### config.mk
export PLATFORM = sky130hd
export DESIGN_NAME = pixel_point_operation_unit
export DESIGN_NICKNAME = d
export VERILOG_FILES = /design/src/rtl/ppou_pkg.sv /design/src/rtl/ppou_front.sv /design/src/rtl/ppou_lane.sv /design/src/rtl/ppou_merge.sv /design/src/rtl/pixel_point_operation_unit.sv
export VERILOG_INCLUDE_DIRS = /design/src /design/src/rtl
export SDC_FILE = /design/constraint.sdc
export NUM_CORES = 2
export LEC_CHECK = 0
export BUFFER_PORTS_ARGS = -buffer_cell sky130_fd_sc_hd__buf_4
export CAP_MARGIN = 10
export CORE_AREA = 2 2 375 377
export DETAILED_ROUTE_END_ITERATION = 10
export DIE_AREA = 0 0 377 379
export GPL_ROUTABILITY_DRIVEN = 0
export PLACE_DENSITY = 0.6
export SLEW_MARGIN = 0
export SYNTH_ARGS = -nofsm -noshare
export SYNTH_HDL_FRONTEND = slang
export SYNTH_SLANG_ARGS = --single-unit
### constraint.sdc
create_clock -name clk -period 13.5 [get_ports clk]
set_clock_uncertainty 0.05 [all_clocks]
set_input_delay 4.05 -clock clk [delete_from_list [all_inputs] [get_ports clk]]
set_output_delay 4.05 -clock clk [all_outputs]
set_load 0.02 [all_outputs]
### src/rtl/pixel_point_operation_unit_defines.svh
// Assertion helpers for the pixel point-operation unit.
// Both expect clk and rst_n in scope.
`ifndef PIXEL_POINT_OPERATION_UNIT_DEFINES_SVH
`define PIXEL_POINT_OPERATION_UNIT_DEFINES_SVH

// Same-cycle implication
`define PPOU_ASSERT_NOW(name, pre, post) \
  name: assert property (@(posedge clk) disable iff (!rst_n) (pre) |-> (post)) \
    else $error("pixel_point_operation_unit: same-cycle check failed");

// Next-cycle implication
`define PPOU_ASSERT_NEXT(name, pre, post) \
  name: assert property (@(posedge clk) disable iff (!rst_n) (pre) |=> (post)) \
    else $error("pixel_point_operation_unit: next-cycle check failed");

`endif

### src/rtl/ppou_pkg.sv
package ppou_pkg;

  // Widest channel depth the unit handles
  localparam int CHANNEL_BITS = 8;
  // Pipeline depth: two front stages, three lane stages, one merge stage
  localparam int NSTAGE = 6;
  localparam int NLANE  = 3;

  // Operation codes
  localparam logic [2:0] MODE_REQUANT      = 3'd0;
  localparam logic [2:0] MODE_GRAY_AVG     = 3'd1;
  localparam logic [2:0] MODE_GRAY_LUMA    = 3'd2;
  localparam logic [2:0] MODE_NEGATIVE     = 3'd3;
  localparam logic [2:0] MODE_PLANE_MASK   = 3'd4;
  localparam logic [2:0] MODE_SINGLE_PLANE = 3'd5;

  // Register indexes
  localparam logic [2:0] REG_OP_MODE        = 3'd0;
  localparam logic [2:0] REG_SOURCE_IS_RGB  = 3'd1;
  localparam logic [2:0] REG_CURRENT_LEVELS = 3'd2;
  localparam logic [2:0] REG_TARGET_LEVELS  = 3'd3;
  localparam logic [2:0] REG_PLANE_MASK     = 3'd4;
  localparam logic [2:0] REG_PLANE_INDEX    = 3'd5;

  // Luma weights, unsigned Q0.16
  localparam logic [15:0] LUMA_WR = 16'd13938;
  localparam logic [15:0] LUMA_WG = 16'd46869;
  localparam logic [15:0] LUMA_WB = 16'd4730;

  // Divide by three: multiply by ceil(2^17/3), shift by 17
  localparam logic [15:0] AVG_RECIP = 16'd43691;

  typedef struct packed {
    logic [7:0] chan_red;
    logic [7:0] chan_green;
    logic [7:0] chan_blue;
  } pix_in_t;

  typedef struct packed {
    logic [7:0] out_red;
    logic [7:0] out_green;
    logic [7:0] out_blue;
    logic       out_is_gray;
    logic       refused;
  } pix_out_t;

  // Decoded configuration shared by all stages
  typedef struct packed {
    logic [2:0]  mode;
    logic        rgb;
    logic [3:0]  cur;
    logic [3:0]  tgt;
    logic [7:0]  dm;     // mask of current depth
    logic [7:0]  tm;     // mask of target depth
    logic [16:0] recip;  // floor(2^16 / dm)
    logic        up;     // target deeper than current
    logic [7:0]  mask;
    logic [2:0]  idx;
  } ctrl_t;

  function automatic logic [3:0] clamp_levels(input logic [3:0] lv);
    logic [3:0] r;
    if (lv == 4'd0) r = 4'd1;
    else if (lv > 4'(CHANNEL_BITS)) r = 4'(CHANNEL_BITS);
    else r = lv;
    return r;
  endfunction

  function automatic logic [7:0] depth_mask(input logic [3:0] lv);
    logic [8:0] m;
    m = (9'd1 << lv) - 9'd1;
    return m[7:0];
  endfunction

  // Reciprocal of 2^c-1 for the scale-up divide
  function automatic logic [16:0] depth_recip(input logic [3:0] lv);
    logic [16:0] r;
    case (lv)
      4'd1:    r = 17'd65536;
      4'd2:    r = 17'd21845;
      4'd3:    r = 17'd9362;
      4'd4:    r = 17'd4369;
      4'd5:    r = 17'd2114;
      4'd6:    r = 17'd1040;
      4'd7:    r = 17'd516;
      4'd8:    r = 17'd257;
      default: r = 17'd257;
    endcase
    return r;
  endfunction

endpackage

### src/rtl/ppou_front.sv
// Front end: channel masking and gray conversion, two stages.
module ppou_front import ppou_pkg::*; (
  input  logic       clk,
  input  logic [1:0] en,
  input  ctrl_t      ctrl,
  input  pix_in_t    in_data,
  output pix_in_t    raw,
  output logic [7:0] ln_val [NLANE]
);

  logic [7:0]  mr, mg, mb;
  pix_in_t     raw1_r, raw2_r;
  logic [23:0] pr_r, pg_r, pb_r;
  logic [9:0]  sum_r;
  logic [23:0] luma_sum;
  logic [7:0]  luma_r;
  logic [25:0] avg_r;
  logic [7:0]  y;
  logic        gconv;

  assign mr = in_data.chan_red   & ctrl.dm;
  assign mg = in_data.chan_green & ctrl.dm;
  assign mb = in_data.chan_blue  & ctrl.dm;

  // Stage 1: weighted products and plain sum
  always_ff @(posedge clk) begin
    if (en[0]) begin
      raw1_r <= in_data;
      pr_r   <= 24'(mr) * 24'(LUMA_WR);
      pg_r   <= 24'(mg) * 24'(LUMA_WG);
      pb_r   <= 24'(mb) * 24'(LUMA_WB);
      sum_r  <= 10'(mr) + 10'(mg) + 10'(mb);
    end
  end

  // Weights sum to 65537, so the total stays below 2^24
  assign luma_sum = pr_r + pg_r + pb_r;

  // Stage 2: luma truncated, average by reciprocal
  always_ff @(posedge clk) begin
    if (en[1]) begin
      raw2_r <= raw1_r;
      luma_r <= luma_sum[23:16];
      avg_r  <= 26'(sum_r) * 26'(AVG_RECIP);
    end
  end

  assign y     = (ctrl.mode == MODE_GRAY_AVG) ? avg_r[24:17] : luma_r;
  assign gconv = ((ctrl.mode == MODE_GRAY_AVG) || (ctrl.mode == MODE_GRAY_LUMA)) && ctrl.rgb;

  assign raw       = raw2_r;
  assign ln_val[0] = (gconv ? y : raw2_r.chan_red) & ctrl.dm;
  assign ln_val[1] = raw2_r.chan_green & ctrl.dm;
  assign ln_val[2] = raw2_r.chan_blue  & ctrl.dm;

endmodule

### src/rtl/ppou_lane.sv
// One channel's point operation, three stages. Scale-up divides by
// 2^c-1 through a reciprocal multiply and a one-step correction.
module ppou_lane import ppou_pkg::*; (
  input  logic       clk,
  input  logic [2:0] en,
  input  ctrl_t      ctrl,
  input  logic [7:0] val,
  input  logic [7:0] raw,
  output logic [7:0] res,
  output logic [7:0] raw_out
);

  logic [7:0]  v1_r, raw1_r, v2_r, raw2_r, res3_r, raw3_r;
  logic [15:0] x1_r, x2_r;
  logic [32:0] p2_r;
  logic [7:0]  q_est, q_up, q_down, op_res;
  logic [16:0] rem;
  logic [3:0]  shamt;

  // Stage 1: v * (2^t - 1)
  always_ff @(posedge clk) begin
    if (en[0]) begin
      v1_r   <= val;
      raw1_r <= raw;
      x1_r   <= 16'(val) * 16'(ctrl.tm);
    end
  end

  // Stage 2: multiply by reciprocal of 2^c - 1
  always_ff @(posedge clk) begin
    if (en[1]) begin
      v2_r   <= v1_r;
      raw2_r <= raw1_r;
      x2_r   <= x1_r;
      p2_r   <= 33'(x1_r) * 33'(ctrl.recip);
    end
  end

  // Quotient estimate is exact or one low; remainder decides
  assign q_est  = p2_r[23:16];
  assign rem    = 17'(x2_r) + 17'(q_est) - (17'(q_est) << ctrl.cur);
  assign q_up   = (rem >= 17'(ctrl.dm)) ? q_est + 8'd1 : q_est;
  assign shamt  = ctrl.cur - ctrl.tgt;
  assign q_down = v2_r >> shamt;

  always_comb begin
    case (ctrl.mode)
      MODE_REQUANT,
      MODE_GRAY_AVG,
      MODE_GRAY_LUMA:    op_res = ctrl.up ? q_up : q_down;
      MODE_NEGATIVE:     op_res = ~v2_r & ctrl.dm;
      MODE_PLANE_MASK:   op_res = v2_r & ctrl.mask;
      MODE_SINGLE_PLANE: op_res = {7'd0, v2_r[ctrl.idx]};
      default:           op_res = v2_r;
    endcase
  end

  // Stage 3: operation result
  always_ff @(posedge clk) begin
    if (en[2]) begin
      res3_r <= op_res;
      raw3_r <= raw2_r;
    end
  end

  assign res     = res3_r;
  assign raw_out = raw3_r;

endmodule

### src/rtl/ppou_merge.sv
// Merge: builds the result pixel from the lanes and the gray/refused flags.
module ppou_merge import ppou_pkg::*; (
  input  logic       clk,
  input  logic       en,
  input  ctrl_t      ctrl,
  input  logic [7:0] res [NLANE],
  input  logic [7:0] raw [NLANE],
  output pix_out_t   out_data
);

  pix_out_t o_nxt, out_r;
  logic     gconv, unused;

  assign gconv  = (ctrl.mode == MODE_GRAY_AVG) || (ctrl.mode == MODE_GRAY_LUMA);
  assign unused = ctrl.mode > MODE_SINGLE_PLANE;

  always_comb begin
    o_nxt = '0;
    if (gconv) begin
      o_nxt.out_is_gray = 1'b1;
      if (!ctrl.rgb) begin
        o_nxt.refused = 1'b1;
        o_nxt.out_red = raw[0];
      end else begin
        o_nxt.out_red = res[0];
      end
    end else if (unused) begin
      o_nxt.out_red = raw[0];
      if (ctrl.rgb) begin
        o_nxt.out_green = raw[1];
        o_nxt.out_blue  = raw[2];
      end else begin
        o_nxt.out_is_gray = 1'b1;
      end
    end else if (ctrl.rgb) begin
      o_nxt.out_red   = res[0];
      o_nxt.out_green = res[1];
      o_nxt.out_blue  = res[2];
    end else begin
      o_nxt.out_is_gray = 1'b1;
      o_nxt.out_red     = res[0];
    end
  end

  // Output register
  always_ff @(posedge clk) begin
    if (en) begin
      out_r <= o_nxt;
    end
  end

  assign out_data = out_r;

endmodule

### src/rtl/pixel_point_operation_unit.sv
// Pixel point-operation unit: takes and returns one pixel per clock while the
// output is not stalled, through its pipeline stages (two front stages for gray
// conversion, three stages in each of the three channel lanes for the
// scale-up multiply, reciprocal multiply and correction, one output stage).
// Each stage holds its beat until the next stage frees up, so the input
// stalls only when all six stages are full and the output is stalled.
// Configuration writes are taken in any cycle and must only be made while
// no beat is in flight.
`include "pixel_point_operation_unit_defines.svh"

module pixel_point_operation_unit import ppou_pkg::*; (
  input  logic       clk,
  input  logic       rst_n,
  input  logic       in_valid,
  output logic       in_stall,
  input  pix_in_t    in_data,
  output logic       out_valid,
  input  logic       out_stall,
  output pix_out_t   out_data,
  input  logic       cfg_valid,
  output logic       cfg_ready,
  input  logic [2:0] cfg_index,
  input  logic [7:0] cfg_data
);

  logic [2:0]        op_mode_r;
  logic              source_is_rgb_r;
  logic [3:0]        current_levels_r;
  logic [3:0]        target_levels_r;
  logic [7:0]        plane_mask_r;
  logic [2:0]        plane_index_r;
  ctrl_t             ctrl;
  logic [NSTAGE-1:0] vld_r;
  logic [NSTAGE-1:0] en;
  pix_in_t           f_raw;
  logic [7:0]        ln_val [NLANE];
  logic [7:0]        ln_raw [NLANE];
  logic [7:0]        ln_res [NLANE];
  logic [7:0]        ln_raw_out [NLANE];
  logic              out_gb_zero;

  // Configuration registers
  assign cfg_ready = 1'b1;

  always_ff @(posedge clk) begin
    if (!rst_n) begin
      op_mode_r        <= MODE_REQUANT;
      source_is_rgb_r  <= 1'b1;
      current_levels_r <= 4'd8;
      target_levels_r  <= 4'd8;
      plane_mask_r     <= 8'hff;
      plane_index_r    <= 3'd0;
    end else if (cfg_valid && cfg_ready) begin
      case (cfg_index)
        REG_OP_MODE:        op_mode_r        <= cfg_data[2:0];
        REG_SOURCE_IS_RGB:  source_is_rgb_r  <= cfg_data[0];
        REG_CURRENT_LEVELS: current_levels_r <= cfg_data[3:0];
        REG_TARGET_LEVELS:  target_levels_r  <= cfg_data[3:0];
        REG_PLANE_MASK:     plane_mask_r     <= cfg_data;
        REG_PLANE_INDEX:    plane_index_r    <= cfg_data[2:0];
        default: ;
      endcase
    end
  end

  // Decoded control
  always_comb begin
    ctrl       = '0;
    ctrl.mode  = op_mode_r;
    ctrl.rgb   = source_is_rgb_r;
    ctrl.cur   = clamp_levels(current_levels_r);
    ctrl.tgt   = clamp_levels(target_levels_r);
    ctrl.dm    = depth_mask(ctrl.cur);
    ctrl.tm    = depth_mask(ctrl.tgt);
    ctrl.recip = depth_recip(ctrl.cur);
    ctrl.up    = ctrl.tgt > ctrl.cur;
    ctrl.mask  = plane_mask_r;
    ctrl.idx   = plane_index_r;
  end

  // Stage enables: a stage loads when empty or when the next one moves
  always_comb begin
    en[NSTAGE-1] = !vld_r[NSTAGE-1] || !out_stall;
    for (int k = NSTAGE - 2; k >= 0; k--) begin
      en[k] = !vld_r[k] || en[k+1];
    end
  end

  always_ff @(posedge clk) begin
    if (!rst_n) begin
      vld_r <= '0;
    end else begin
      if (en[0]) vld_r[0] <= in_valid;
      for (int k = 1; k < NSTAGE; k++) begin
        if (en[k]) vld_r[k] <= vld_r[k-1];
      end
    end
  end

  assign in_stall  = !en[0];
  assign out_valid = vld_r[NSTAGE-1];

  ppou_front u_front (
    .clk     (clk),
    .en      (en[1:0]),
    .ctrl    (ctrl),
    .in_data (in_data),
    .raw     (f_raw),
    .ln_val  (ln_val)
  );

  assign ln_raw[0] = f_raw.chan_red;
  assign ln_raw[1] = f_raw.chan_green;
  assign ln_raw[2] = f_raw.chan_blue;

  // Channel lanes
  for (genvar i = 0; i < NLANE; i++) begin : g_lane
    ppou_lane u_lane (
      .clk     (clk),
      .en      (en[4:2]),
      .ctrl    (ctrl),
      .val     (ln_val[i]),
      .raw     (ln_raw[i]),
      .res     (ln_res[i]),
      .raw_out (ln_raw_out[i])
    );
  end

  ppou_merge u_merge (
    .clk      (clk),
    .en       (en[5]),
    .ctrl     (ctrl),
    .res      (ln_res),
    .raw      (ln_raw_out),
    .out_data (out_data)
  );

  // Checks
  assign out_gb_zero = (out_data.out_green == 8'd0) && (out_data.out_blue == 8'd0);

  `PPOU_ASSERT_NOW(a_stall_only_full, in_stall, (&vld_r) && out_stall)
  `PPOU_ASSERT_NEXT(a_accept_fills_first, in_valid && !in_stall, vld_r[0])
  `PPOU_ASSERT_NOW(a_gray_clears_gb, out_valid && out_data.out_is_gray, out_gb_zero)
  `PPOU_ASSERT_NOW(a_refused_is_gray, out_valid && out_data.refused, out_data.out_is_gray)

endmodule
# --- Word-level counts from Yosys, hierarchy flattened ---
# Memories as Yosys holds them, arrays and structs flattened.
# Cells that the tools add are included.
totals:
  regBits: 523
  rom_bits: 224
  out_inout_bits: 29
  memories: 1
mem_list:
  columns: ["name", "words", "word_bits", "rd", "rd_clocked_by_memory_dff", "write_ports", "line_no", "source"]
  rows:
  - ["(no name shown)", 16, 14, 1, 0, 0, "ppou_pkg.sv:78", "case (lv)"]
op_classes:
  n_addsub: 16
  multipliers: 10
  order_cmp: 8
  n_eq_ne: 10
  shift: 8
  mux: 27
  bitwise_logic: 15
  n_reduce_logical: 27
op_table:
  columns: ["op", "n"]
  rows:
  - ["8-bit bitwise AND", 12]
  - ["8-bit one-hot mux with 4 select lines", 3]
  - ["8-bit two-way mux", 10]
  - ["16-bit by 17-bit multiplier with 24-bit output", 3]
  - ["16-bit by 8-bit adder with 17-bit output", 3]
  - ["17-bit by 8-bit >= comparator with 1-bit output", 3]
  - ["8-bit by 4-bit left shift with 17-bit output", 3]
  - ["17-bit subtractor", 3]
  - ["8-bit by 8-bit multiplier with 16-bit output", 3]
  - ["16-bit two-way mux", 2]
  - ["10-bit by 16-bit multiplier with 25-bit output (second input constant)", 1]
  - ["25-bit two-way mux", 1]
  - ["22-bit by 24-bit adder with 24-bit output", 1]
  - ["24-bit by 21-bit adder with 24-bit output", 1]
  - ["8-bit by 1-bit adder with 8-bit output (second input constant)", 3]
  - ["8-bit by 16-bit multiplier with 24-bit output (second input constant)", 1]
  - ["8-bit NOT", 3]
  - ["8-bit by 4-bit right shift with 8-bit output", 3]
  - ["8-bit by 13-bit multiplier with 21-bit output (second input constant)", 1]
  - ["8-bit by 12-bit multiplier with 20-bit output (second input constant)", 1]
  - ["4-bit two-way mux", 4]
  - ["1-bit by 4-bit left shift with 8-bit output (first input constant)", 2]
  - ["8-bit by 1-bit subtractor with 8-bit output (second input constant)", 2]
  - ["3-bit by 2-bit equality test with 1-bit output (second input constant)", 4]
  - ["18 further kinds", 48]

# --- Longest topological paths before layout ---
logic_depth:
  depth_word: 9
  depth_mapped: 32
  ltp_nobuf: 29

# --- Modules after synthesis ---
# A second synthesis with hierarchy kept.
hier_totals:
  hier_cells: 6149
  hier_area_um2: 60022.6
by_module_without_submodules:
  columns: ["module", "n_inst", "cells_per_inst", "area_per_inst_um2", "seq_area_each_um2"]
  rows:
  - ["ppou_lane at g_lane[1].u_lane", 1, 1525, 14312.5, 2642.5]
  - ["ppou_lane at g_lane[0].u_lane", 1, 1541, 14311.2, 2642.5]
  - ["ppou_lane at g_lane[2].u_lane", 1, 1522, 14273.7, 2642.5]
  - ["ppou_front", 1, 1182, 13648.1, 4144.0]
  - ["ppou_merge", 1, 191, 1909.3, 780.7]
  - ["pixel_point_operation_unit", 1, 188, 1567.8, 580.6]

# --- Worst setup path before layout ---
# OpenSTA, ideal clock, no wires.
synth_path:
  kind: "input to output"
  startpoint: "input port out_stall"
  endpoint: "output port in_stall"
  arrival_time_ns: 7.707
  path_slack_ns: 1.693
  path_stages: 4
  path_buffers: 0
  path_cell_list: "and3_1 > and3_1 > nand3_1 > inv_1"
synth_via:
  elab_chain_len: 8
synth_lines:
  columns: ["item", "line_no", "source"]
  rows:
  - ["start, declared", "pixel_point_operation_unit.sv:18", "input logic out_stall,"]
  - ["1-bit zero test", "pixel_point_operation_unit.sv:83", "en[NSTAGE-1] = !vld_r[NSTAGE-1] || !out_stall;"]
  - ["1-bit logical OR", "pixel_point_operation_unit.sv:83", null]
  - ["1-bit logical OR (5 in a row)", "pixel_point_operation_unit.sv:85", "en[k] = !vld_r[k] || en[k+1];"]
  - ["1-bit zero test", "pixel_point_operation_unit.sv:100", "assign in_stall = !en[0];"]
  - ["end, declared", "pixel_point_operation_unit.sv:15", "output logic in_stall,"]
# No other way between the ends.

# --- Final worst setup path ---
# Same ends and word-level chain as after synthesis.

==> impl_metrics.ini <==
[status]
status = completed

[cells_and_area]
drive_gt1_frac = 0.04826
fillers = 13392
regArea_sq_mm = 0.01343
final_nets = 7026
syn2layout_area_growth_pct = 7.529
multi_input_area_sq_mm = 0.03695
final_util = 0.4273

[timing]
hold_viol = 0
slew_headroom = 0.2299
period_needed_ns = 9.848
fmax_mhz = 101.5
period_share = 0.7294
setup_viol = 0
grt_setup_unrepaired = false
fin_setup_tns_ns = 0
slew_viol_final = 0
tightest_slew_ns = 1.154

[logic_synthesis]
synth_edf_count = 428
synth_area_sq_mm = 0.05517
postSynthAreaPerCell_sq_um = 9.877
yosys-top-cells-area = fa_1 24%, edfxtp_1 23%, ha_1 17%, inv_1 7.7%, nand2_1 3.2%
ys_seq_elements = 457
netlist_instances = 5586
yosysTopAreaCell = fa_1
ys.flop_type = edfxtp_1
ys_seq_area_frac = 0.2435
yosysMostFrequentCell = inv_1
yosys-top-cells-count = 1132 x inv_1, 749 x ha_1, 659 x fa_1
yosys_warnings = 0
netlist.area_leader.share = 0.2391
async_reset_ff_frac = 0
yosysUniqueCellTypes = 89

[worst_setup_path]
path_buf_inv = 3
end_kind = output pin
reg2reg_from = current_levels_r[3]
crit_type = in2out
path_max_fanout = 45
cpLargestDelayFamily = simple AND/OR/NAND/NOR gates
cp-startpoint = out_stall
cp_data_required_time_ns = 9.40
worstPathArrival_ns = 5.75
crit_chain = buf_4, and3_1, and3_1, nand3_4, inv_1, buf_4
crit_path_start_kind = input port
critical-path-max-stage-delay_ns = 0.53
crit_path_top_delay_cell = nand3_4

[clock_network]
cts-root-buf = clkbuf_16
cts_hold_buf = 0
clock_latency_ns = 0.63
cts.sinks = 457
clk_pin_slew_worst_paths_ns = 0.06
cts-htree-levels = 2
cts_tree = done
clockBufferDepth = 3
cts_made_buffers = 46
post-cts-setup-buffers = 0
cts_resized = 0

[routing]
num_vias = 38721
wl_per_cell_um = 19.47
detail-route-antenna-nets = 0
routed_wl_um = 144500
drc = 0
avgViaCountPerCell = 5.216
drt_iter0_drc = 2812
firstDrtPassIters = 6

[floorplanning]
ios = 69
die_height_um = 379
die_area_sq_mm = 0.1429
core_sq_mm = 0.1388
rows = 137
die_w_um = 377
initial_core_util = 0.3974

[flow_run]
maxCapViolations = 0

[global_route]
grt_pass1_vias = 39737
grt_overflow = 0
grt_max_degree = 67
grt_pass1_wl_um = 226700
grt_util_all_layers = 0.2050
antenna_found_initial = 2

[power_and_ir_drop]
power.share.switching = 0.4723
vdd_drop_max_mv = 0.3268
power_switching_mw = 6.032
intPower_mw = 6.739
combPwrFrac = 0.677
power_frac_clock = 0.106
seqPwrFrac = 0.217
cellPowerDensity_mw_per_mm2 = 215.3
cellLeakagePower_nw = 28.36

[min_path]
hp-start = g_lane[2].u_lane.v1_r[0]
hold_path_class = reg2reg

[placed_design]
port_buffers = 67
dp.final_hpwl_um = 112900
==> final cells by class <==
class | count | share of cell area
multi-input cells | 3828 | 0.6227
flip-flops and latches | 457 | 0.2264
inverters | 1133 | 0.07173
well taps | 1807 | 0.03811
clock buffers | 64 | 0.02210
repair buffers | 112 | 0.01417
clock inverters | 21 | 0.004640
diodes | 2 | 0.00008436
==> through the flow <==
step	cells	power, mW	setup slack, ns	hold WS [ns]	cell area [sq um]
after global routing	7422	14.16	3.428	0.3627	59320
after floorplan	5593	9.047	1.693	0.3503	55200
after global placement	7337	11.25	3.631	0.3508	57740
final	7424	12.77	3.652	0.3548	59330
after CTS	7422	12.88	3.608	0.3579	59320
after detailed placement	7337	11.42	3.618	0.3545	57740
==> cells in the final DEF (no fill, tap or decap), drive strengths merged, types with 8 or more instances in the layout <==
cell type	synthesis	layout
a2111oi	10	10
a211oi	22	22
a21boi	16	16
a21o	49	49
a21oi	192	192
a221oi	8	8
a22oi	10	10
a31oi	29	29
and2	261	261
and3	30	30
buf	9	112
clkbuf	166	64
clkinv	0	14
conb	2	9
dfxtp	29	29
edfxtp	428	428
fa	659	659
ha	749	749
inv	1133	1134
mux2	18	18
mux2i	79	79
mux4	12	12
nand2	465	465
nand2b	51	51
nand3	70	70
nand4	21	21
nor2	335	335
nor2b	76	76
nor3	63	63
o211ai	26	26
o21a	27	27
o21ai	141	141
o21bai	12	12
o221ai	8	8
o31a	12	12
o41ai	8	8
or2	27	27
or3	12	12
xnor2	161	161
xor2	44	44
==> final timing paths <==
path	to	slack [ns]	depth (start not counted)
worst max-delay path	in_stall	3.65	6
worst max register to register	g_lane[0].u_lane.p2_r[23]	4.83	26
worst min-delay path	g_lane[2].u_lane.v2_r[0]	0.35	0
worst min register to register	g_lane[2].u_lane.v2_r[0]	0.35	0
==> power groups by stage <==
stage	Combinational, mW	Clock [mW]	Sequential [mW]
after global routing	9.92	1.43	2.80
after detailed placement	8.63	0	2.79
final	8.65	1.35	2.77
after floorplan	6.64	0	2.40
after global placement	8.47	0	2.79
after CTS	8.74	1.38	2.76
==> layer usage <==
metal | GRT usage | share of wire | routed length (um)
met1 | 0.2742 | 0.43 | 62230
met2 | 0.3486 | 0.48 | 69740
met3 | 0.02542 | 0.057 | 8279
met4 | 0.05781 | 0.030 | 4286
met5 | 0 | 0 | 0
==> cell families after synthesis <==
family | after synthesis | share of synthesized area
AND/OR/NAND/NOR | 1447 | 0.1265
adder cells (fa/ha/maj) | 1410 | 0.4093
buffers and inverters | 1308 | 0.08917
AO/OA/AOI/OAI | 648 | 0.07597
flip-flops | 457 | 0.2435
XOR/XNOR | 205 | 0.03254
multiplexers | 109 | 0.02290
other | 2 | 0.0001361
Note: power is estimated with default switching activity, not from simulation.
